[config.mk]
export PLATFORM = sky130hd
export DESIGN_NAME = drive_command_packet_receiver
export DESIGN_NICKNAME = d
export VERILOG_FILES = /design/src/sv/dcpr_pkg.sv /design/src/sv/dcpr_watch.sv /design/src/sv/drive_command_packet_receiver.sv
export VERILOG_INCLUDE_DIRS = /design/src /design/src/sv
export SDC_FILE = /design/constraint.sdc
export NUM_CORES = 1
export LEC_CHECK = 0
export BUFFER_PORTS_ARGS = -buffer_cell sky130_fd_sc_hd__buf_2
export CAP_MARGIN = 0
export CORE_MARGIN = 2
export CORE_UTILIZATION = 45
export CTS_CLUSTER_SIZE = 20
export DETAILED_ROUTE_END_ITERATION = 10
export PLACE_DENSITY = 0.6
export SYNTH_ARGS = -nofsm -noshare
export SYNTH_HDL_FRONTEND = slang
export SYNTH_SLANG_ARGS = --single-unit
[constraint.sdc]
create_clock -name clk -period 8.5 [get_ports clk]
set_clock_uncertainty 0.1 [all_clocks]
set_input_delay 0.425 -clock clk [delete_from_list [all_inputs] [get_ports clk]]
set_output_delay 0.425 -clock clk [all_outputs]
set_load 0.01 [all_outputs]
[src/sv/drive_command_packet_receiver_macros.svh]
// Assertion helpers for the drive command packet receiver.
// They expect clk and rst_n in the scope where they are used.
`ifndef DRIVE_COMMAND_PACKET_RECEIVER_MACROS_SVH
`define DRIVE_COMMAND_PACKET_RECEIVER_MACROS_SVH

// Same-cycle implication
`define DCPR_ASSERT_NOW(label, ante, cons, msg) \
    label: assert property (@(posedge clk) disable iff (!rst_n) (ante) |-> (cons)) \
        else $error(msg);

// Next-cycle implication
`define DCPR_ASSERT_NEXT(label, ante, cons, msg) \
    label: assert property (@(posedge clk) disable iff (!rst_n) (ante) |=> (cons)) \
        else $error(msg);

`endif

[src/sv/dcpr_pkg.sv]
package dcpr_pkg;

    // Frame layout
    localparam int unsigned FRAME_BYTES   = 7;
    localparam int unsigned PAYLOAD_COUNT = FRAME_BYTES - 2;
    localparam int unsigned POS_W         = $clog2(FRAME_BYTES);
    localparam int unsigned PIDX_W        = $clog2(PAYLOAD_COUNT);
    localparam logic [POS_W-1:0] POS_HUNT = POS_W'(0);
    localparam logic [POS_W-1:0] POS_CHECK = POS_W'(FRAME_BYTES - 1);

    localparam logic [7:0] START_BYTE = 8'd253;
    localparam logic signed [11:0] EFFORT_OFFSET = 12'sd1000;

    // Item kinds
    localparam logic FUNC_BYTE = 1'b0;
    localparam logic FUNC_TICK = 1'b1;

    // Configuration register indexes
    localparam logic [1:0] CFG_POLL_PERIOD   = 2'd0;
    localparam logic [1:0] CFG_DRIVE_TIMEOUT = 2'd1;
    localparam logic [1:0] CFG_FAN_TIMEOUT   = 2'd2;
    localparam logic [1:0] CFG_FAN_VERB      = 2'd3;

    // Configuration reset values
    localparam logic [9:0]  POLL_PERIOD_RST = 10'd10;
    localparam logic [15:0] TIMEOUT_RST     = 16'd1000;
    localparam logic [7:0]  FAN_VERB_RST    = 8'd0;

    // Control from the frame logic to one watchdog
    typedef struct packed {
        logic tick;   // a poll tick is processed this cycle
        logic seen;   // a command arrived since the previous tick
        logic arm;    // a command restarts the watch this cycle
    } watch_ctrl_t;

    // Expected check byte: 255 - (sum mod 255); sum is at most 5*255
    function automatic logic [7:0] check_expect(input logic [10:0] sum);
        logic [8:0] folded;
        folded = {1'b0, sum[7:0]} + {6'b0, sum[10:8]};
        if (folded >= 9'd255)
        begin
            folded = folded - 9'd255;
        end
        return 8'(9'd255 - folded);
    endfunction

    // Motor effort from a payload byte: byte*8 - 1000
    function automatic logic signed [11:0] effort_of(input logic [7:0] b);
        return $signed({1'b0, b, 3'b000}) - EFFORT_OFFSET;
    endfunction

endpackage

[src/sv/dcpr_watch.sv]
module dcpr_watch
    import dcpr_pkg::*;
(
    input  logic        clk,
    input  logic        rst_n,
    input  watch_ctrl_t ctrl,
    input  logic [9:0]  period,
    input  logic [15:0] limit,
    output logic        fire
);

    logic [15:0] count_reg;
    logic [15:0] count_next;
    logic        active_reg;
    logic        active_next;
    logic [15:0] count_inc;
    logic [25:0] elapsed;
    logic        counting;

    // Saturating tick count and elapsed time
    assign count_inc = (count_reg == 16'hFFFF) ? count_reg : count_reg + 16'd1;
    assign elapsed   = 26'(count_inc) * 26'(period);
    assign counting  = ctrl.tick && !ctrl.seen && active_reg;
    assign fire      = counting && (elapsed > 26'(limit));

    // Arm on a command, count on ticks, disarm on firing
    always_comb
    begin
        count_next  = count_reg;
        active_next = active_reg;
        if (ctrl.arm)
        begin
            count_next  = 16'd0;
            active_next = 1'b1;
        end
        else if (counting)
        begin
            count_next = count_inc;
            if (fire)
            begin
                active_next = 1'b0;
            end
        end
    end

    always_ff @(posedge clk or negedge rst_n)
    begin
        if (!rst_n)
        begin
            count_reg  <= 16'd0;
            active_reg <= 1'b0;
        end
        else
        begin
            count_reg  <= count_next;
            active_reg <= active_next;
        end
    end

endmodule

[src/sv/drive_command_packet_receiver.sv]
// Drive command packet receiver: frame parser, motor efforts, fan mode, watchdogs.
// An accepted item reaches its result through the input register and then the result register.
// Throughput: one item per cycle; a full pipeline stalls only while the result is held.
// Reset (rst_n, asynchronous, active low) empties both stages, returns to hunting,
// zeroes efforts, fan mode and watchdogs, and loads the configuration defaults.
`include "drive_command_packet_receiver_macros.svh"

module drive_command_packet_receiver
    import dcpr_pkg::*;
(
    input  logic               clk,
    input  logic               rst_n,
    // configuration
    input  logic               cfg_write,
    input  logic [1:0]         cfg_index,
    input  logic [15:0]        cfg_data,
    // input channel
    input  logic               in_valid,
    output logic               in_stall,
    input  logic               func,
    input  logic [7:0]         rx_byte,
    // output channel
    output logic               out_valid,
    input  logic               out_stall,
    output logic               frame_ok,
    output logic               frame_bad,
    output logic signed [11:0] effort_left,
    output logic signed [11:0] effort_right,
    output logic signed [11:0] effort_flipper,
    output logic [7:0]         verb,
    output logic [7:0]         argument,
    output logic               fan_manual,
    output logic [7:0]         fan_speed,
    output logic               drive_timed_out,
    output logic               fan_timed_out
);

    // Configuration registers
    logic [9:0]  poll_period_reg;
    logic [15:0] drive_timeout_reg;
    logic [15:0] fan_timeout_reg;
    logic [7:0]  fan_verb_reg;

    // Input stage
    logic        s1_valid_reg;
    logic        s1_valid_next;
    logic        s1_func_reg;
    logic [7:0]  s1_byte_reg;

    // Frame and command state
    logic [POS_W-1:0]   pos_reg;
    logic [POS_W-1:0]   pos_next;
    logic [10:0]        sum_reg;
    logic [10:0]        sum_next;
    logic [7:0]         payload_reg [PAYLOAD_COUNT];
    logic               payload_we;
    logic [PIDX_W-1:0]  payload_idx;
    logic signed [11:0] effort_reg [3];
    logic signed [11:0] effort_next [3];
    logic [7:0]         fan_level_reg;
    logic [7:0]         fan_level_next;
    logic               fan_on_reg;
    logic               fan_on_next;
    logic               drive_seen_reg;
    logic               drive_seen_next;
    logic               fan_seen_reg;
    logic               fan_seen_next;

    // Result register
    logic               res_valid_reg;
    logic               res_valid_next;
    logic               res_ok_reg;
    logic               res_bad_reg;
    logic [7:0]         res_verb_reg;
    logic [7:0]         res_arg_reg;
    logic               res_dto_reg;
    logic               res_fto_reg;

    // Step signals
    logic               advance;
    logic               step;
    logic               is_tick;
    logic               good;
    logic               bad;
    logic               fan_cmd;
    logic               drive_fire;
    logic               fan_fire;
    logic [7:0]         verb_val;
    logic [7:0]         arg_val;
    watch_ctrl_t        drive_ctrl;
    watch_ctrl_t        fan_ctrl;

    // Configuration writes
    always_ff @(posedge clk or negedge rst_n)
    begin
        if (!rst_n)
        begin
            poll_period_reg   <= POLL_PERIOD_RST;
            drive_timeout_reg <= TIMEOUT_RST;
            fan_timeout_reg   <= TIMEOUT_RST;
            fan_verb_reg      <= FAN_VERB_RST;
        end
        else if (cfg_write)
        begin
            case (cfg_index)
                CFG_POLL_PERIOD:   poll_period_reg   <= cfg_data[9:0];
                CFG_DRIVE_TIMEOUT: drive_timeout_reg <= cfg_data;
                CFG_FAN_TIMEOUT:   fan_timeout_reg   <= cfg_data;
                CFG_FAN_VERB:      fan_verb_reg      <= cfg_data[7:0];
                default: ;
            endcase
        end
    end

    // Pipeline flow: both stages move together unless the result is held
    assign advance        = !(res_valid_reg && out_stall);
    assign in_stall       = s1_valid_reg && !advance;
    assign step           = s1_valid_reg && advance;
    assign s1_valid_next  = in_stall ? s1_valid_reg : in_valid;
    assign res_valid_next = advance ? s1_valid_reg : res_valid_reg;

    always_ff @(posedge clk or negedge rst_n)
    begin
        if (!rst_n)
        begin
            s1_valid_reg  <= 1'b0;
            res_valid_reg <= 1'b0;
        end
        else
        begin
            s1_valid_reg  <= s1_valid_next;
            res_valid_reg <= res_valid_next;
        end
    end

    // Input register payload
    always_ff @(posedge clk)
    begin
        if (in_valid && !in_stall)
        begin
            s1_func_reg <= func;
            s1_byte_reg <= rx_byte;
        end
    end

    // Frame completion decode
    assign is_tick  = (s1_func_reg == FUNC_TICK);
    assign good     = step && !is_tick && (pos_reg == POS_CHECK)
                      && (check_expect(sum_reg) == s1_byte_reg);
    assign bad      = step && !is_tick && (pos_reg == POS_CHECK)
                      && (check_expect(sum_reg) != s1_byte_reg);
    assign fan_cmd  = good && (payload_reg[3] == fan_verb_reg);
    assign verb_val = good ? payload_reg[3] : 8'd0;
    assign arg_val  = good ? payload_reg[4] : 8'd0;

    // Watchdog control
    assign drive_ctrl = '{tick: step && is_tick, seen: drive_seen_reg, arm: good};
    assign fan_ctrl   = '{tick: step && is_tick, seen: fan_seen_reg, arm: fan_cmd};

    dcpr_watch u_drive_watch
    (
        .clk    (clk),
        .rst_n  (rst_n),
        .ctrl   (drive_ctrl),
        .period (poll_period_reg),
        .limit  (drive_timeout_reg),
        .fire   (drive_fire)
    );

    dcpr_watch u_fan_watch
    (
        .clk    (clk),
        .rst_n  (rst_n),
        .ctrl   (fan_ctrl),
        .period (poll_period_reg),
        .limit  (fan_timeout_reg),
        .fire   (fan_fire)
    );

    // Frame position and running sum
    always_comb
    begin
        pos_next    = pos_reg;
        sum_next    = sum_reg;
        payload_we  = 1'b0;
        payload_idx = PIDX_W'(pos_reg - POS_W'(1));
        if (step && !is_tick)
        begin
            if (pos_reg == POS_HUNT)
            begin
                if (s1_byte_reg == START_BYTE)
                begin
                    pos_next = POS_W'(1);
                    sum_next = 11'd0;
                end
            end
            else if (pos_reg < POS_CHECK)
            begin
                payload_we = 1'b1;
                sum_next   = sum_reg + {3'b000, s1_byte_reg};
                pos_next   = pos_reg + POS_W'(1);
            end
            else
            begin
                pos_next = POS_HUNT;
            end
        end
    end

    // Efforts, fan mode and seen flags
    always_comb
    begin
        for (int i = 0; i < 3; i++)
        begin
            effort_next[i] = effort_reg[i];
        end
        fan_level_next  = fan_level_reg;
        fan_on_next     = fan_on_reg;
        drive_seen_next = drive_seen_reg;
        fan_seen_next   = fan_seen_reg;
        if (step && is_tick)
        begin
            if (fan_fire)
            begin
                fan_on_next = 1'b0;
            end
            if (drive_fire)
            begin
                for (int i = 0; i < 3; i++)
                begin
                    effort_next[i] = 12'sd0;
                end
            end
            drive_seen_next = 1'b0;
            fan_seen_next   = 1'b0;
        end
        else if (good)
        begin
            for (int i = 0; i < 3; i++)
            begin
                effort_next[i] = effort_of(payload_reg[i]);
            end
            drive_seen_next = 1'b1;
            if (fan_cmd)
            begin
                fan_level_next = payload_reg[4];
                fan_on_next    = 1'b1;
                fan_seen_next  = 1'b1;
            end
        end
    end

    // State registers
    always_ff @(posedge clk or negedge rst_n)
    begin
        if (!rst_n)
        begin
            pos_reg        <= POS_HUNT;
            sum_reg        <= 11'd0;
            for (int i = 0; i < 3; i++)
            begin
                effort_reg[i] <= 12'sd0;
            end
            fan_level_reg  <= 8'd0;
            fan_on_reg     <= 1'b0;
            drive_seen_reg <= 1'b0;
            fan_seen_reg   <= 1'b0;
        end
        else
        begin
            pos_reg        <= pos_next;
            sum_reg        <= sum_next;
            for (int i = 0; i < 3; i++)
            begin
                effort_reg[i] <= effort_next[i];
            end
            fan_level_reg  <= fan_level_next;
            fan_on_reg     <= fan_on_next;
            drive_seen_reg <= drive_seen_next;
            fan_seen_reg   <= fan_seen_next;
        end
    end

    // Payload bytes of the frame in progress
    always_ff @(posedge clk)
    begin
        if (payload_we)
        begin
            payload_reg[payload_idx] <= s1_byte_reg;
        end
    end

    // Per-item result fields; efforts and fan fields mirror the state
    always_ff @(posedge clk)
    begin
        if (step)
        begin
            res_ok_reg   <= good;
            res_bad_reg  <= bad;
            res_verb_reg <= verb_val;
            res_arg_reg  <= arg_val;
            res_dto_reg  <= is_tick && drive_fire;
            res_fto_reg  <= is_tick && fan_fire;
        end
    end

    // Output ports
    assign out_valid       = res_valid_reg;
    assign frame_ok        = res_ok_reg;
    assign frame_bad       = res_bad_reg;
    assign effort_left     = effort_reg[0];
    assign effort_right    = effort_reg[1];
    assign effort_flipper  = effort_reg[2];
    assign verb            = res_verb_reg;
    assign argument        = res_arg_reg;
    assign fan_manual      = fan_on_reg;
    assign fan_speed       = fan_level_reg;
    assign drive_timed_out = res_dto_reg;
    assign fan_timed_out   = res_fto_reg;

    // Checks
    `DCPR_ASSERT_NOW(a_stall_only_when_held, in_stall, out_valid && out_stall, "input stalled while output free")
    `DCPR_ASSERT_NEXT(a_frame_end_hunts, good || bad, pos_reg == POS_HUNT, "frame end did not return to hunting")
    `DCPR_ASSERT_NOW(a_no_cmd_without_frame, out_valid && !frame_ok, verb == 8'd0 && argument == 8'd0, "verb or argument without good frame")
    `DCPR_ASSERT_NOW(a_drive_timeout_zeroes, out_valid && drive_timed_out, effort_left == 12'sd0 && effort_right == 12'sd0 && effort_flipper == 12'sd0, "efforts not zero after drive timeout")
    `DCPR_ASSERT_NOW(a_fan_timeout_ends, out_valid && fan_timed_out, !fan_manual, "manual fan still on after fan timeout")

endmodule
==> results of run 1 <==
## layout make-up
| cell class | instances | area [um^2] |
|---|---|---|
| tap | 607 | 759 |
| inverter | 294 | 1100 |
| clock buffer | 29 | 661 |
| timing repair buffer | 261 | 1820 |
| sequential | 207 | 5540 |
| fill | 4260 | 21800 |
| clock inverter | 17 | 185 |
| multi-input combinational | 1611 | 14400 |
## metrics by stage
stage	worst slack [ns]	cells	area, um^2	hold slack [ns]
after global placement	-0.0204	2932	22800	0.358
after floorplan	0.0136	2202	21100	0.0294
after CTS	0.0237	3006	24000	0.00488
after detailed placement	-0.268	2932	22800	0.366
after global routing	-0.194	3026	24500	0.0154
final	0.120	3026	24500	0.0362
## cell usage after synthesis, drive strengths merged (32+ instances only)
master	n
nand2	291
inv	294
xnor2	65
dfrtp	124
nand3	32
a21oi	76
o21ai	46
xor2	54
fa	222
mux2	59
and2	159
ha	175
nor2	109
edfxtp	69
clkbuf	64
## worst max-delay path: cells and delay by family (launching register included)
family	cells	cell delay, ns
adders and majority gates	7	3.14
DFF	1	0.36
xor gates and xnor gates	2	0.34
and+or+nand+nor	15	2.45
AOI/OAI and AO/OA	5	1.27
buffers and inverters	5	0.48
## kinds of logic after synthesis
logic type | count (synthesis) | synth area share
and+or+nand+nor | 751 | 0.177
DFF | 207 | 0.264
buffers and inverters | 384 | 0.0719
other | 1 | 0.000179
AOI/OAI and AO/OA | 267 | 0.0823
adders and majority gates | 397 | 0.316
muxes | 66 | 0.0364
xor gates and xnor gates | 121 | 0.0527
## path summary, 6_finish.rpt
kind	cells after the start	startpoint	slack, ns	endpoint
setup / recovery	34	u_fan_watch.count_reg[4]	0.12	fan_timed_out
hold / removal	2	cfg_data[12]	0.04	drive_timeout_reg[12]
setup reg to reg	34	u_fan_watch.count_reg[4]	0.12	fan_timed_out
hold reg to reg	1	s1_valid_reg	0.37	out_valid
max in group asynchronous	3	rst_n	6.49	drive_timeout_reg[2]
min in group asynchronous	2	rst_n	0.36	u_fan_watch.count_reg[15]
## cells in the final DEF (no fill, tap or decap), types with 14 or more instances in the layout
cell type,Yosys,layout
dfstp_2,14,14
buf_4,13,150
clkbuf_16,0,25
nand2b_1,22,22
nor2b_1,22,22
ha_1,175,167
xnor2_1,64,61
o22ai_1,30,30
nor2_1,108,100
and2_1,158,158
nand2_1,291,289
nand4_1,27,27
nand3_1,32,28
nor3_1,31,28
inv_1,293,289
mux2_2,51,51
dfrtp_1,124,124
a21o_1,18,18
edfxtp_1,69,69
buf_2,9,88
xor2_1,54,50
a21oi_1,74,67
fa_1,222,221
o21ai_0,40,35
dlygate4sd3_1,0,15
## timing repair
action | 4_1_cts | 5_1_grt
gates resized for setup | 17 | 57
endpoints found under the setup margin | 32 | 32
pin swaps | 7 | 43
buffers inserted | 13 | 19
gates cloned | 0 | 1
endpoints found under the hold margin | 84 | 0
hold buffers | 15 | 0
## per-layer routing
metal | share of wire | global-route usage | routed length (um)
met5 | 0 | 0 | 0
met4 | 0.031 | 0.0714 | 1720
met3 | 0.051 | 0.0335 | 2870
met2 | 0.47 | 0.390 | 26700
met1 | 0.44 | 0.323 | 24900
==> results.json, run 1 <==
{
  "synth-warning-count": 0,
  "post_route_cells_drive_above_1_share": 0.183,
  "timing.critical_path.fanout_max": 4,
  "floorplan.rows": 79,
  "synthDistinctLibCells": 84,
  "buffer_ports.inserted": 89,
  "drv_slew": 0,
  "dr.first_iter.drc_count": 915,
  "place_hpwl_um": 42400,
  "max_cap_violation_count": 0,
  "post-route-period-util": 0.986,
  "globalRouteTotalUtil": 0.236,
  "clk_latency_ns": 0.56,
  "routabilityCongestion": 0.864,
  "synth_seq_cells": 207,
  "average_footprint_of_a_synthesized_cell_um2": 9.57,
  "ys_seq_area_frac": 0.264,
  "largest_area_contributor_in_the_netlist": "fa_1",
  "syn_inst": 2194,
  "cts-root-buf": "clkbuf_16",
  "area_delta_synth_final_pct": 16.4,
  "drcViolationCount": 0,
  "avgRoutedWirePerCell_um": 18.6,
  "antenna_cells": 0,
  "start_util": 0.454,
  "grt_start_max_net_pins": 72,
  "clk_pin_slew_worst_paths_ns": 0.07,
  "critPathCaptureType": "flip-flop",
  "timing.final.crit_period_ns": 8.38,
  "dr_total_vias": 16100,
  "synth.cell_area_um2": 21000,
  "die_height_um": 220,
  "design.portCount": 99,
  "synth_edf_count": 69,
  "max_slew_margin": 0.247,
  "critical-path-max-stage-delay_ns": 0.56,
  "dominantRegCellSynth": "dfrtp_1",
  "finalNetCount": 2829,
  "ctsLongestPathBuffers": 3,
  "timing_worst_slew_pin_value_ns": 1.12,
  "drt-pass1-iter-count": 5,
  "timing.final.setup_violations": 0,
  "data_arrival_time_of_the_critical_path_ns": 8.60,
  "synth.top_cell.area_share": 0.212,
  "status": "finished, final reports clean",
  "post_drt_via_cell_ratio": 5.33,
  "cts_made_buffers": 25,
  "die_area_um2": 48400,
  "start_kind": "flip-flop",
  "antenna_found_initial": 2,
  "number_of_global_route_vias_before_repair": 16600,
  "tritoncts_num_sinks": 207,
  "placeableCoreArea_um2": 46300,
  "timing.setup.critical_path_class": "flip-flop to flip-flop",
  "first_pass_grt_wire_length_um": 89300,
  "worstPathRequired_ns": 8.72,
  "fp.dieW_um": 220,
  "synth.area.top_cells": "fa_1 (21%), dfrtp_1 (15%), ha_1 (10%)",
  "h-tree-depth": 1,
  "finalCoreUtilization": 0.529,
  "final_antenna_net_count": 0,
  "hold_violations": 0,
  "crit_path_max_delay_cell_type": "fa_1",
  "timing.setup.tns_ns": 0,
  "critical-path-top-cell-by-count": "fa_1",
  "max_freq_ghz": 0.119,
  "rsz0062_at_grt": "yes",
  "cts_tree": "done",
  "overflow": 0,
  "largest_register_ff_count": 40,
  "hp-class": "primary input to flip-flop",
  "postSynth.asyncResetShare": 0.667,
  "wirelength_um": 56200
}
Power of run 1 is left out: the tool's default activity adds up to more than one toggle a clock period on the data nets, which glitch-free logic cannot reach.
==> run 2: changes to the inputs <==
- SETUP_SLACK_MARGIN: not set -> 0.4
==> run 2 against run 1 <==
  * Routed wire length barely moved
  * Global-route usage fell by 0.15 points
  * Count of clock-buffer cells in the layout rose by 3
  * Worst hold slack lost 0.011 ns
  * Die area did not move
  * Critical endpoint unchanged
  * Highest routed layer is now met5
==> results.json, run 2 (same netlist as run 1, synthesis figures left out) <==
{
  "status": "finished, final reports clean",
  "start_kind": "flip-flop",
  "cts_tree": "done",
  "timing.final.setup_violations": 0,
  "max_slew_margin": 0.189,
  "hp-class": "primary input to flip-flop",
  "worstPathRequired_ns": 8.70,
  "overflow": 0,
  "drt-pass1-iter-count": 5,
  "timing_worst_slew_pin_value_ns": 1.21,
  "tritoncts_num_sinks": 207,
  "max_freq_ghz": 0.120,
  "dr.first_iter.drc_count": 940,
  "reg2reg_slack_ns": 0.18,
  "floorplan.rows": 79,
  "whs_ns": 0.0250,
  "cts_made_buffers": 24,
  "total_area_of_multi_input_combinational_cells_um2": 15000,
  "critical-path-top-cell-by-count": "fa_1",
  "post_drt_via_cell_ratio": 5.36,
  "layout.filler_cells": 4101,
  "first_pass_grt_wire_length_um": 89500,
  "drcViolationCount": 0,
  "area_delta_synth_final_pct": 20.3,
  "rsz0062_at_grt": "yes",
  "layout_commonest_cell": "inv_1",
  "post_route_cells_drive_above_1_share": 0.217,
  "critPathCaptureType": "flip-flop",
  "final_antenna_net_count": 0,
  "cts-root-buf": "clkbuf_16",
  "timing.setup.critical_path_class": "flip-flop to flip-flop",
  "design.portCount": 99,
  "crit_path_max_delay_cell_type": "fa_1",
  "number_of_global_route_vias_before_repair": 16700,
  "max_cap_violation_count": 0,
  "placeableCoreArea_um2": 46300,
  "start_util": 0.454,
  "buffer_ports.inserted": 89,
  "post-route-period-util": 0.978,
  "clk_latency_ns": 0.57,
  "largest_register_ff_count": 40,
  "h-tree-depth": 1,
  "timing.critical_path.fanout_max": 4,
  "drv_slew": 0,
  "wirelength_um": 56200,
  "timing.final.crit_period_ns": 8.32,
  "finalNetCount": 2840,
  "globalRouteTotalUtil": 0.235,
  "clk_pin_slew_worst_paths_ns": 0.06,
  "dr_total_vias": 16300,
  "antenna_found_initial": 5,
  "avgRoutedWirePerCell_um": 18.5,
  "final-seq-area_um2": 5540,
  "ctsLongestPathBuffers": 3,
  "fp.dieW_um": 220,
  "grt_start_max_net_pins": 72,
  "data_arrival_time_of_the_critical_path_ns": 8.51,
  "critical-path-max-stage-delay_ns": 0.56,
  "place_hpwl_um": 41200,
  "routabilityCongestion": 0.871,
  "die_area_um2": 48400,
  "commonest_cells_after_routing_fill_and_taps_aside": "inv_1 (284), nand2_1 (282), fa_1 (218)",
  "die_height_um": 220,
  "hold_violations": 0
}
==> run 2: path summary, 6_finish.rpt <==
kind,startpoint,endpoint,depth (start not counted)
max,u_fan_watch.count_reg[1],fan_timed_out,35
min,cfg_data[12],drive_timeout_reg[12],2
max reg2reg,u_fan_watch.count_reg[1],fan_timed_out,35
min reg2reg,s1_valid_reg,out_valid,1
max in group asynchronous,rst_n,u_fan_watch.count_reg[3],3
min in group asynchronous,rst_n,fan_speed[0],2
==> run 2: final cells by class <==
cell class	count	area share
Multi-Input combinational cell	1611	0.595
Sequential cell	207	0.219
Timing Repair Buffer	273	0.0792
Inverter	294	0.0437
Tap cell	607	0.0301
Clock buffer	32	0.0257
Clock inverter	12	0.00678
Antenna cell	1	0.0000990
==> run 2: repair_timing <==
item,4_1_cts,5_1_grt
endpoints found under the hold margin,81,0
cloned,2,1
pin swaps,56,106
setup buffers,37,34
endpoints found under the setup margin,32,32
hold buffers,15,0
gates resized for setup,74,115
==> run 2: through the flow <==
| stage | instance area, um^2 | util | TNS (ns) | instances | setup WS (ns) |
|---|---|---|---|---|---|
| 2_1_floorplan | 21100 | - | 0 | 2202 | 0.400 |
| 3_3_place_gp | 22700 | 0.490 | 0 | 2903 | 0.159 |
| 3_5_place_dp | 22700 | 0.490 | -0.102 | 2903 | -0.102 |
| 4_1_cts | 24400 | 0.527 | 0 | 3001 | 0.332 |
| 5_1_grt | 25300 | 0.546 | -0.257 | 3036 | -0.154 |
| 6_report | 25300 | 0.546 | 0 | 3037 | 0.184 |
==> run 2: critical path, delay by kind of cell, from the launching register on <==
family	cells	cell delay, ns
XOR/XNOR	2	0.40
AND/OR/NAND/NOR	12	2.16
flip-flops	1	0.39
buffers and inverters	9	0.84
AO/OA/AOI/OAI	4	0.88
adder cells (fa/ha/maj)	8	3.31
==> run 2: routing by layer <==
metal | share of wire | track usage | vias up
li1 | - | - | 7610
met1 | 0.44 | 0.327 | 8208
met2 | 0.48 | 0.379 | 408
met3 | 0.054 | 0.0352 | 63
met4 | 0.027 | 0.0727 | 2
met5 | 0.00016 | 0 | -
Power of run 2 is left out for the same reason.
